### src/design/ces_pkg.sv
// Shared constants and types for the color error statistics block.
`timescale 1ns / 1ps
package ces_pkg;

  localparam int MAX_PAIRS = 65536;
  localparam int CH_BITS   = 16;
  localparam int CNT_W     = $clog2(MAX_PAIRS + 1);

  localparam logic [15:0] CH_MASK    = 16'((32'd1 << CH_BITS) - 32'd1);
  localparam logic [8:0]  WEIGHT_ONE = 9'd256;
  localparam int          RATIO_FRAC = 14;
  localparam logic [21:0] RATIO_CAP  = 22'(255 << RATIO_FRAC);

  localparam logic [63:0] FULL_SCALE = (64'd1 << CH_BITS) - 64'd1;
  localparam logic [63:0] TSS_TINY   = FULL_SCALE * FULL_SCALE * 64'd256 / 64'd1000000;

  localparam logic [17:0] R2_ONE = 18'd16384;
  localparam logic [17:0] R2_MIN = 18'h20000;

  localparam int FIFO_DEPTH = 4;
  localparam int FIFO_AW    = $clog2(FIFO_DEPTH);

  localparam logic [6:0] DIV_STEPS_FULL  = 7'd64;
  localparam logic [6:0] DIV_STEPS_RATIO = 7'(16 + RATIO_FRAC);
  localparam logic [6:0] DIV_STEPS_FRAC  = 7'(RATIO_FRAC);

  typedef struct packed {
    logic [2:0][16:0] err;
    logic [2:0][15:0] ae;
    logic [2:0][15:0] refc;
    logic [8:0]       w;
    logic             last;
  } ces_word_t;

  typedef struct packed {
    logic        start;
    logic [63:0] init_rem;
    logic [63:0] num;
    logic [63:0] den;
    logic [6:0]  steps;
  } ces_div_req_t;

  typedef struct packed {
    logic        done;
    logic [63:0] quo;
    logic [63:0] rem;
  } ces_div_rsp_t;

endpackage

### src/design/ces_fifo.sv
// Short word queue between the front and back parts.
`timescale 1ns / 1ps
module ces_fifo (
  input  logic               clk,
  input  logic               rst_n,
  input  logic               push,
  input  ces_pkg::ces_word_t push_data,
  output logic               full,
  input  logic               pop,
  output ces_pkg::ces_word_t pop_data,
  output logic               empty
);
  import ces_pkg::*;

  ces_word_t          mem [FIFO_DEPTH];
  logic [FIFO_AW-1:0] wr_ptr_r;
  logic [FIFO_AW-1:0] rd_ptr_r;
  logic [FIFO_AW:0]   cnt_r;

  assign full     = (cnt_r == (FIFO_AW + 1)'(FIFO_DEPTH));
  assign empty    = (cnt_r == '0);
  assign pop_data = mem[rd_ptr_r];

  always_ff @(posedge clk) begin
    if (push) mem[wr_ptr_r] <= push_data;
  end

  always_ff @(posedge clk) begin
    if (!rst_n) begin
      wr_ptr_r <= '0;
      rd_ptr_r <= '0;
      cnt_r    <= '0;
    end else begin
      if (push) wr_ptr_r <= wr_ptr_r + 1'b1;
      if (pop)  rd_ptr_r <= rd_ptr_r + 1'b1;
      if (push && !pop)      cnt_r <= cnt_r + 1'b1;
      else if (pop && !push) cnt_r <= cnt_r - 1'b1;
    end
  end

endmodule

### config.mk
export PLATFORM = sky130hd
export DESIGN_NAME = ces_fifo
export DESIGN_NICKNAME = d
export VERILOG_FILES = /design/src/design/ces_pkg.sv /design/src/design/ces_fifo.sv
export SDC_FILE = /design/constraint.sdc
export NUM_CORES = 1
export LEC_CHECK = 0
export ABC_CLOCK_PERIOD_IN_PS = 12100
export BUFFER_PORTS_ARGS = -buffer_cell sky130_fd_sc_hd__buf_2
export CAP_MARGIN = 30
export CORE_UTILIZATION = 60
export DETAILED_ROUTE_END_ITERATION = 10
export PLACE_DENSITY = 0.87
export SYNTH_ARGS = -nofsm -noshare
export SYNTH_HDL_FRONTEND = slang
export SYNTH_SLANG_ARGS = --single-unit
export TNS_END_PERCENT = 5
### constraint.sdc
create_clock -name clk -period 12.1 [get_ports clk]
set_input_delay 2.42 -clock clk [delete_from_list [all_inputs] [get_ports clk]]
set_output_delay 2.42 -clock clk [all_outputs]
set_load 0.02 [all_outputs]
==> results.json <==
{
  "crit_slowest_cell": "buf_4",
  "gr-total-overflow": 0,
  "p_total_w": 0.00496,
  "finalSetupViolCount": 0,
  "finClkSkew_ns": 0.0140,
  "min_period_over_period_pct": 47.2,
  "syn_nets": 1030,
  "yosysTopAreaCell": "edfxtp_1",
  "cts_setup_buffers": 0,
  "grt_max_degree": 113,
  "power_density_nw_per_um2": 182,
  "setup-tns-final_ns": 0,
  "synth_seq_cells": 637,
  "clk_pin_slew_ns": 0.06,
  "rsz0062_at_grt": "false",
  "cp_cell_sequence": "buf_12 > buf_4 > mux4_2 > buf_2",
  "synth-main-ff-cell": "edfxtp_1",
  "cts_resized": 0,
  "r2r_setup_slack_ns": 8.90,
  "nets": 1389,
  "crit_type": "reg -> out",
  "yosysWarnings": 0,
  "ant_nets": 0,
  "yosysUniqueCellTypes": 23,
  "post_drt_wl_per_cell_um": 26.3,
  "ys_seq_area_share_pct": 82.0,
  "crit_arrival_ns": 3.29,
  "drcViolationCount": 0,
  "finalHoldViolations": 0,
  "clk_path_buf_depth": 3,
  "initial_core_util_pct": 61.3,
  "grt_pass1_wl_um": 68600,
  "worst_setup_path_end_kind": "output port",
  "startpoint_type": "flip-flop",
  "io_pins": 320,
  "track_usage_pct": 24.3,
  "area_growth_pct": 17.4,
  "root_buffer": "clkbuf_16",
  "hp-class": "reg -> reg",
  "finalMaxSlewViolations": 0,
  "synth_area_um2": 23200,
  "die_area_um2": 39500,
  "cts.sinks": 637,
  "period_needed_ns": 5.71,
  "worstPathMaxFanout": 112,
  "synthTopCellsByArea": "edfxtp_1, mux4_2, buf_12, dfxtp_1, buf_2",
  "synth_top_area_share_pct": 81.2,
  "row_count": 71,
  "slowest_delay_ns": 0.83,
  "postCtsHoldBufs": 0,
  "peakVddDrop_mv": 0.148,
  "drive_above_1_share_pct": 45.7,
  "min_from": "cnt_r[2]",
  "gp_congestion": 0.749,
  "syn_inst": 863,
  "async_flop_share_pct": 0,
  "avgSynthCellArea_um2": 26.9,
  "dr.pass1.iters": 5,
  "die_h_um": 199,
  "synth_edf_count": 628,
  "vias": 10500,
  "cp.required_ns": 9.68,
  "maxSlewHeadroom_pct": 33.7,
  "drtIter0Drc": 723,
  "io_buffers": 319,
  "cts_tree": "built",
  "place_hpwl_um": 26800,
  "htreeDepth": 2,
  "maxCapViolCount": 0,
  "leakagePower_nw": 9.15,
  "grt_pass1_vias": 11300,
  "avgViaCountPerCell": 5.89,
  "crit_family": "buffers and inverters",
  "coreArea_um2": 37800,
  "antenna_found_initial": 13,
  "status": "completed",
  "routed_wl_um": 47000,
  "fp.dieW_um": 199,
  "numCtsBuffers": 58,
  "max_freq_mhz": 175,
  "worst_pin_slew_ns": 0.995,
  "crit_buf_inv": 3,
  "r2r_start": "wr_ptr_r[0]",
  "clk_latency_ns": 0.60
}
synthesized netlist by cell type, types with 3 or more instances:
cell / instances
buf_2: 14
edfxtp_1: 628
buf_6: 5
xor2_1: 3
buf_12: 11
mux4_2: 157
and2_1: 9
inv_1: 4
ha_1: 5
dfxtp_1: 9
area by class of cell:
type / count / area, um2
clock inverters: 38 / 400
multi-input cells: 187 / 3800
flip-flops and latches: 637 / 19000
diodes: 7 / 17.5
inverters: 4 / 15.0
repair buffers: 334 / 1780
fillers: 2154 / 10600
clock buffers: 68 / 1550
well taps: 511 / 639
sequential cells by signal, indices dropped and copies added, names as in the netlist, named ones only:
register	count
mem	628
cnt_r	3
rd_ptr_r	2
wr_ptr_r	2
metrics by stage:
step                setup WS [ns]  hold slack, ns  cells  util [%]  instance area [um2]
floorplan                    5.57           0.472    863         -                23200
global placement             6.78           0.489   1670      66.6                25200
detailed placement           6.78           0.526   1672      66.7                25300
CTS                          6.23           0.534   1778      71.9                27200
global route                 6.08           0.577   1781      72.0                27200
finish                       6.39           0.532   1786      72.0                27200
metal layers:
layer	routed length, um	track usage, %
met5	117	0
met4	1130	7.52
met3	4010	7.02
met2	24700	41.9
met1	17000	29.8
kinds of logic (layout without fill, tap and decap cells):
logic type,Yosys count,in the layout,synth area share [%]
DFF,637,637,82.0
muxes,159,159,15.3
buffers and inverters,39,444,1.67
and+or+nand+nor,15,15,0.393
adders and majority gates,6,6,0.356
xor gates and xnor gates,5,5,0.189
AOI/OAI and AO/OA,2,2,0.0539
other,0,7,0
worst reg2reg max path: stages (launching register included):
cell	delay [ns]
dfxtp_1	0.35
inv_1	0.10
ha_1	0.16
and2_4	0.58
buf_4	0.88
buf_4	0.75
path summary, 6_finish.rpt:
check / end / cells past startpoint
min: cnt_r[2] / 2
max reg2reg: mem[2][29] / 5
max: pop_data[86] / 4
min reg2reg: cnt_r[2] / 2
report_power, final:
group	switching [W]	internal (W)
Clock	0.000766	0.00110
Sequential	0.0000315	0.00254
Combinational	0.000319	0.000206
placed cells by master, fill, tap and decap left out, types with 7 or more instances in the layout:
cell type  instances
edfxtp_1         628
buf_2            319
mux4_2           157
clkbuf_16         61
clkinv_1          17
buf_4             11
clkinv_2          10
bufinv_16          9
diode_2            7
clkbuf_1           7
dfxtp_1            7
(Power assumes the default switching activity.)
