## src/design/ces_pkg.sv

```systemverilog
// Shared constants and types for the color error statistics block.
`timescale 1ns / 1ps
package ces_pkg;

  localparam int MAX_PAIRS = 65536;
  localparam int CH_BITS   = 16;
  localparam int CNT_W     = $clog2(MAX_PAIRS + 1);

  localparam logic [15:0] CH_MASK    = 16'((32'd1 << CH_BITS) - 32'd1);
  localparam logic [8:0]  WEIGHT_ONE = 9'd256;
  localparam int          RATIO_FRAC = 14;
  localparam logic [21:0] RATIO_CAP  = 22'(255 << RATIO_FRAC);

  localparam logic [63:0] FULL_SCALE = (64'd1 << CH_BITS) - 64'd1;
  localparam logic [63:0] TSS_TINY   = FULL_SCALE * FULL_SCALE * 64'd256 / 64'd1000000;

  localparam logic [17:0] R2_ONE = 18'd16384;
  localparam logic [17:0] R2_MIN = 18'h20000;

  localparam int FIFO_DEPTH = 4;
  localparam int FIFO_AW    = $clog2(FIFO_DEPTH);

  localparam logic [6:0] DIV_STEPS_FULL  = 7'd64;
  localparam logic [6:0] DIV_STEPS_RATIO = 7'(16 + RATIO_FRAC);
  localparam logic [6:0] DIV_STEPS_FRAC  = 7'(RATIO_FRAC);

  typedef struct packed {
    logic [2:0][16:0] err;
    logic [2:0][15:0] ae;
    logic [2:0][15:0] refc;
    logic [8:0]       w;
    logic             last;
  } ces_word_t;

  typedef struct packed {
    logic        start;
    logic [63:0] init_rem;
    logic [63:0] num;
    logic [63:0] den;
    logic [6:0]  steps;
  } ces_div_req_t;

  typedef struct packed {
    logic        done;
    logic [63:0] quo;
    logic [63:0] rem;
  } ces_div_rsp_t;

endpackage

```

## src/design/ces_front.sv

```systemverilog
// Front part: takes input words, forms channel errors and weight, feeds the queue.
`timescale 1ns / 1ps
module ces_front (
  input  logic               clk,
  input  logic               rst_n,
  input  logic               in_valid,
  output logic               in_stall,
  input  logic [15:0]        in_corrected_c0,
  input  logic [15:0]        in_corrected_c1,
  input  logic [15:0]        in_corrected_c2,
  input  logic [15:0]        in_reference_c0,
  input  logic [15:0]        in_reference_c1,
  input  logic [15:0]        in_reference_c2,
  input  logic [8:0]         in_confidence,
  input  logic               in_final_item,
  input  logic               cfg_we,
  input  logic               cfg_data,
  output logic               push,
  output ces_pkg::ces_word_t push_data,
  input  logic               full
);
  import ces_pkg::*;

  logic        use_conf_r;
  logic        word_valid_r;
  ces_word_t   word_r;
  ces_word_t   word_nxt;
  logic [15:0] cor [3];
  logic [15:0] rfc [3];
  logic [16:0] e;
  logic        accept;

  assign cor[0] = in_corrected_c0 & CH_MASK;
  assign cor[1] = in_corrected_c1 & CH_MASK;
  assign cor[2] = in_corrected_c2 & CH_MASK;
  assign rfc[0] = in_reference_c0 & CH_MASK;
  assign rfc[1] = in_reference_c1 & CH_MASK;
  assign rfc[2] = in_reference_c2 & CH_MASK;

  always_comb begin
    word_nxt = '0;
    e        = '0;
    for (int c = 0; c < 3; c++) begin
      e                 = {1'b0, cor[c]} - {1'b0, rfc[c]};
      word_nxt.err[c]   = e;
      word_nxt.ae[c]    = e[16] ? 16'(-e) : e[15:0];
      word_nxt.refc[c]  = rfc[c];
    end
    if (!use_conf_r)                  word_nxt.w = WEIGHT_ONE;
    else if (in_confidence > WEIGHT_ONE) word_nxt.w = WEIGHT_ONE;
    else                              word_nxt.w = in_confidence;
    word_nxt.last = in_final_item;
  end

  assign in_stall  = word_valid_r && full;
  assign accept    = in_valid && !in_stall;
  assign push      = word_valid_r && !full;
  assign push_data = word_r;

  always_ff @(posedge clk) begin
    if (!rst_n) begin
      use_conf_r   <= 1'b1;
      word_valid_r <= 1'b0;
    end else begin
      if (cfg_we) use_conf_r <= cfg_data;
      if (accept) begin
        word_valid_r <= 1'b1;
        word_r       <= word_nxt;
      end else if (push) begin
        word_valid_r <= 1'b0;
      end
    end
  end

endmodule

```

## config.mk

```make
export PLATFORM = sky130hd
export DESIGN_NAME = ces_front
export DESIGN_NICKNAME = d
export VERILOG_FILES = /design/src/design/ces_pkg.sv /design/src/design/ces_front.sv
export SDC_FILE = /design/constraint.sdc
export NUM_CORES = 1
export LEC_CHECK = 0
export ABC_AREA = 1
export BUFFER_PORTS_ARGS = -buffer_cell sky130_fd_sc_hd__clkbuf_2
export CAP_MARGIN = 20
export CORE_AREA = 2 2 167 169
export CTS_CLUSTER_SIZE = 40
export DETAILED_ROUTE_END_ITERATION = 16
export DIE_AREA = 0 0 169 171
export PLACE_DENSITY_LB_ADDON = 0.25
export SLEW_MARGIN = 20
export SYNTH_ARGS = -nofsm -noshare
export SYNTH_HDL_FRONTEND = slang
export SYNTH_SLANG_ARGS = --single-unit
```

## constraint.sdc

```tcl
create_clock -name clk -period 13.69 [get_ports clk]
set_clock_uncertainty 0.05 [all_clocks]
set_input_delay 0.6845 -clock clk [delete_from_list [all_inputs] [get_ports clk]]
set_output_delay 0.6845 -clock clk [all_outputs]
set_load 0.005 [all_outputs]
```

==> reports/results.tsv <==
metric	value	unit
Post-Syn Area	9410	µm²
Post-DP Area	11100	µm²
CP top delay family	simple AND/OR/NAND/NOR gates	
RSZ-0062 raised after global routing	false	
Initial Util	34.4	%
worst endpoint data arrival time	2.93	ns
post-CTS resize count	0	
Worst Hold Class	in2reg	
flops & latches, synth	156	
crit path cell chain	clkbuf_2, inv_1, ha_1, inv_1, fa_1, nand3_1, nand2_2, nand2_2, nand2_1, nand2_1, nand2_1, nand2_2, nand2_2, a21oi_4, nand2_1, xor2_1	
PortBufs	270	
CTS tree	yes	
Synth warnings	0	
final setup vio count	0	
Post-Syn Nets	1294	
Critical Path Slowest Stage Cell	a21oi_4	
Yosys cell types	29	
final WL	22400	µm
Critical Path Sink Type	flop	
Vias	7797	
HPWL after DPL	17500	µm
first-pass GRT wire length	35900	µm
DR pass1 iterations	5	
root buffer cell	clkbuf_16	
FFs w/ async S/R, synth	0	%
total CTS buffers	17	
register area share after synthesis	49.6	%
Critical Path Stages	16	
minimum clock period	2.81	ns
maximum vdd drop	0.0525	mV
pwr dens	115	nW/µm²
headroom to the max-slew limit	42.1	%
R2R cell count	4	
Synth Area per Inst	8.34	µm²
CTS max path bufs	2	
Final Max Tran Viols	0	
Setup TNS	0	ns
Global Route Usage Sum	15.7	%
Detail Route Antenna Nets	0	
buffers plus inverters on the worst setup path	3	
Core Box Area	27300	µm²
Worst Tran Pin Value	0.868	ns
Die Ht	171	µm
initial antenna violation count	1	
leak pwr	0.00618	µW
drt drc	0	
worst setup slack after layout	10.88	ns
FP Rows	61	
fmax	356	MHz
final instance area	11700	µm²
routability-driven placement congestion ratio	0.825	
Clk pin slew, worst setup/hold paths	0.06	ns
Crit path required time	13.82	ns
layout cells sized above 1	25.5	%
routed vias/inst	4.41	
pre-CTS WS	10.43	ns
fin util	42.8	%
clk_lat worst skew	0.43	ns
area growth from synthesis to layout	24.4	%
cts hold-fix bufs	0	
most frequent cells in the layout	nand2_1 (365), clkbuf_2 (270), inv_1 (250)	
Setup Fix Bufs, Post-CTS	0	
grt total ovfl	0	
vias in the first global route	7466	
Critical Path Source Type	input port	
H-tree level count	4	
fin crit share	20.5	%
I/O pin cnt	271	
DR iter-0 viols	387	
Post-Syn Instances	1128	
Routed wire per std cell	12.7	µm
Post-synth EDFFs	154	
CP Class	in2reg	
status	completed	
commonest register cell after synthesis	edfxtp_1	
Hold Crit Depth	1	
Hold Violations, Final	0	
CP max FO	24	
Total Power	1350	µW
DIE AREA	28900	µm²
pin count of the biggest net entering global routing	155	
commonest non-fill, non-tap cell in the layout	nand2_1	
Clock Sinks	156	
reg2reg setup slack	11.85	ns
die boundary width	169	µm
CP max stage delay	0.48	ns
nets@finish	1575	
maxcap violations	0	
==> kinds of logic (layout without fill, tap and decap cells) <==
logic type / after synthesis / in the layout / share of synthesized area, %
XOR/XNOR: 22 / 22 / 2.13
other: 0 / 1 / 0
AO/OA/AOI/OAI: 36 / 36 / 2.34
AND/OR/NAND/NOR: 594 / 594 / 27.4
adder cells (fa/ha/maj): 54 / 54 / 7.42
flip-flops: 156 / 156 / 49.6
buffers and inverters: 266 / 560 / 11.1
==> per-stage QoR <==
| stage | hold WS [ns] | std cells |
|---|---|---|
| after floorplan | 0.391 | 1128 |
| after global placement | 0.414 | 1736 |
| after detailed placement | 0.410 | 1736 |
| after CTS | 0.356 | 1768 |
| after global routing | 0.364 | 1769 |
| final | 0.381 | 1769 |
==> path summary, 6_finish.rpt <==
path | startpoint | end
hold / removal | in_final_item | push_data[0]$_DFFE_PP_
setup / recovery | in_corrected_c1[0] | push_data[83]$_DFFE_PP_
setup reg to reg | word_valid_r$_SDFFE_PN0P_ | push_data[117]$_DFFE_PP_
hold reg to reg | use_conf_r$_SDFFE_PN1P_ | use_conf_r$_SDFFE_PN1P_
==> sequential cells by signal, indices dropped and copies added, names as in the netlist <==
register and cells:
use_conf_r 1, push_data 154, word_valid_r 1
==> metal layers <==
layer | share of wire, % | wire (µm) | track usage (%)
met5 | 0 | 0 | 0
met4 | 1.8 | 409 | 5.98
met3 | 7.1 | 1600 | 4.21
met2 | 47 | 10600 | 26.9
met1 | 44 | 9800 | 18.8
==> synthesized netlist by cell type, types with 5 or more instances <==
library cell | number | area (µm²)
nand3b_1 | 9 | 67.6
nor2_1 | 68 | 255
inv_2 | 5 | 18.8
nand3_1 | 80 | 400
a21oi_1 | 24 | 120
inv_1 | 250 | 938
ha_1 | 51 | 638
nand2_2 | 28 | 175
o21ai_0 | 7 | 35.0
nand4_1 | 14 | 87.6
xor2_1 | 21 | 184
nand3_2 | 9 | 90.1
edfxtp_1 | 154 | 4620
buf_4 | 5 | 37.5
nor2_2 | 7 | 43.8
nand2_1 | 365 | 1370
==> final cells by class <==
type / count / area [µm²]
flip-flops and latches: 156 / 4660
clock buffers: 17 / 425
fillers: 2774 / 15600
well taps: 346 / 433
multi-input cells: 706 / 3710
diodes: 1 / 2.50
clock inverters: 15 / 139
inverters: 257 / 965
repair buffers: 271 / 1370
==> report_power, final <==
group	internal [µW]	switching [µW]	total [µW]
clock	252	212	464
sequential	575	9.03	584
combinational	110	191	302
total	938	412	1350
Power figures use the tool's default switching activity.
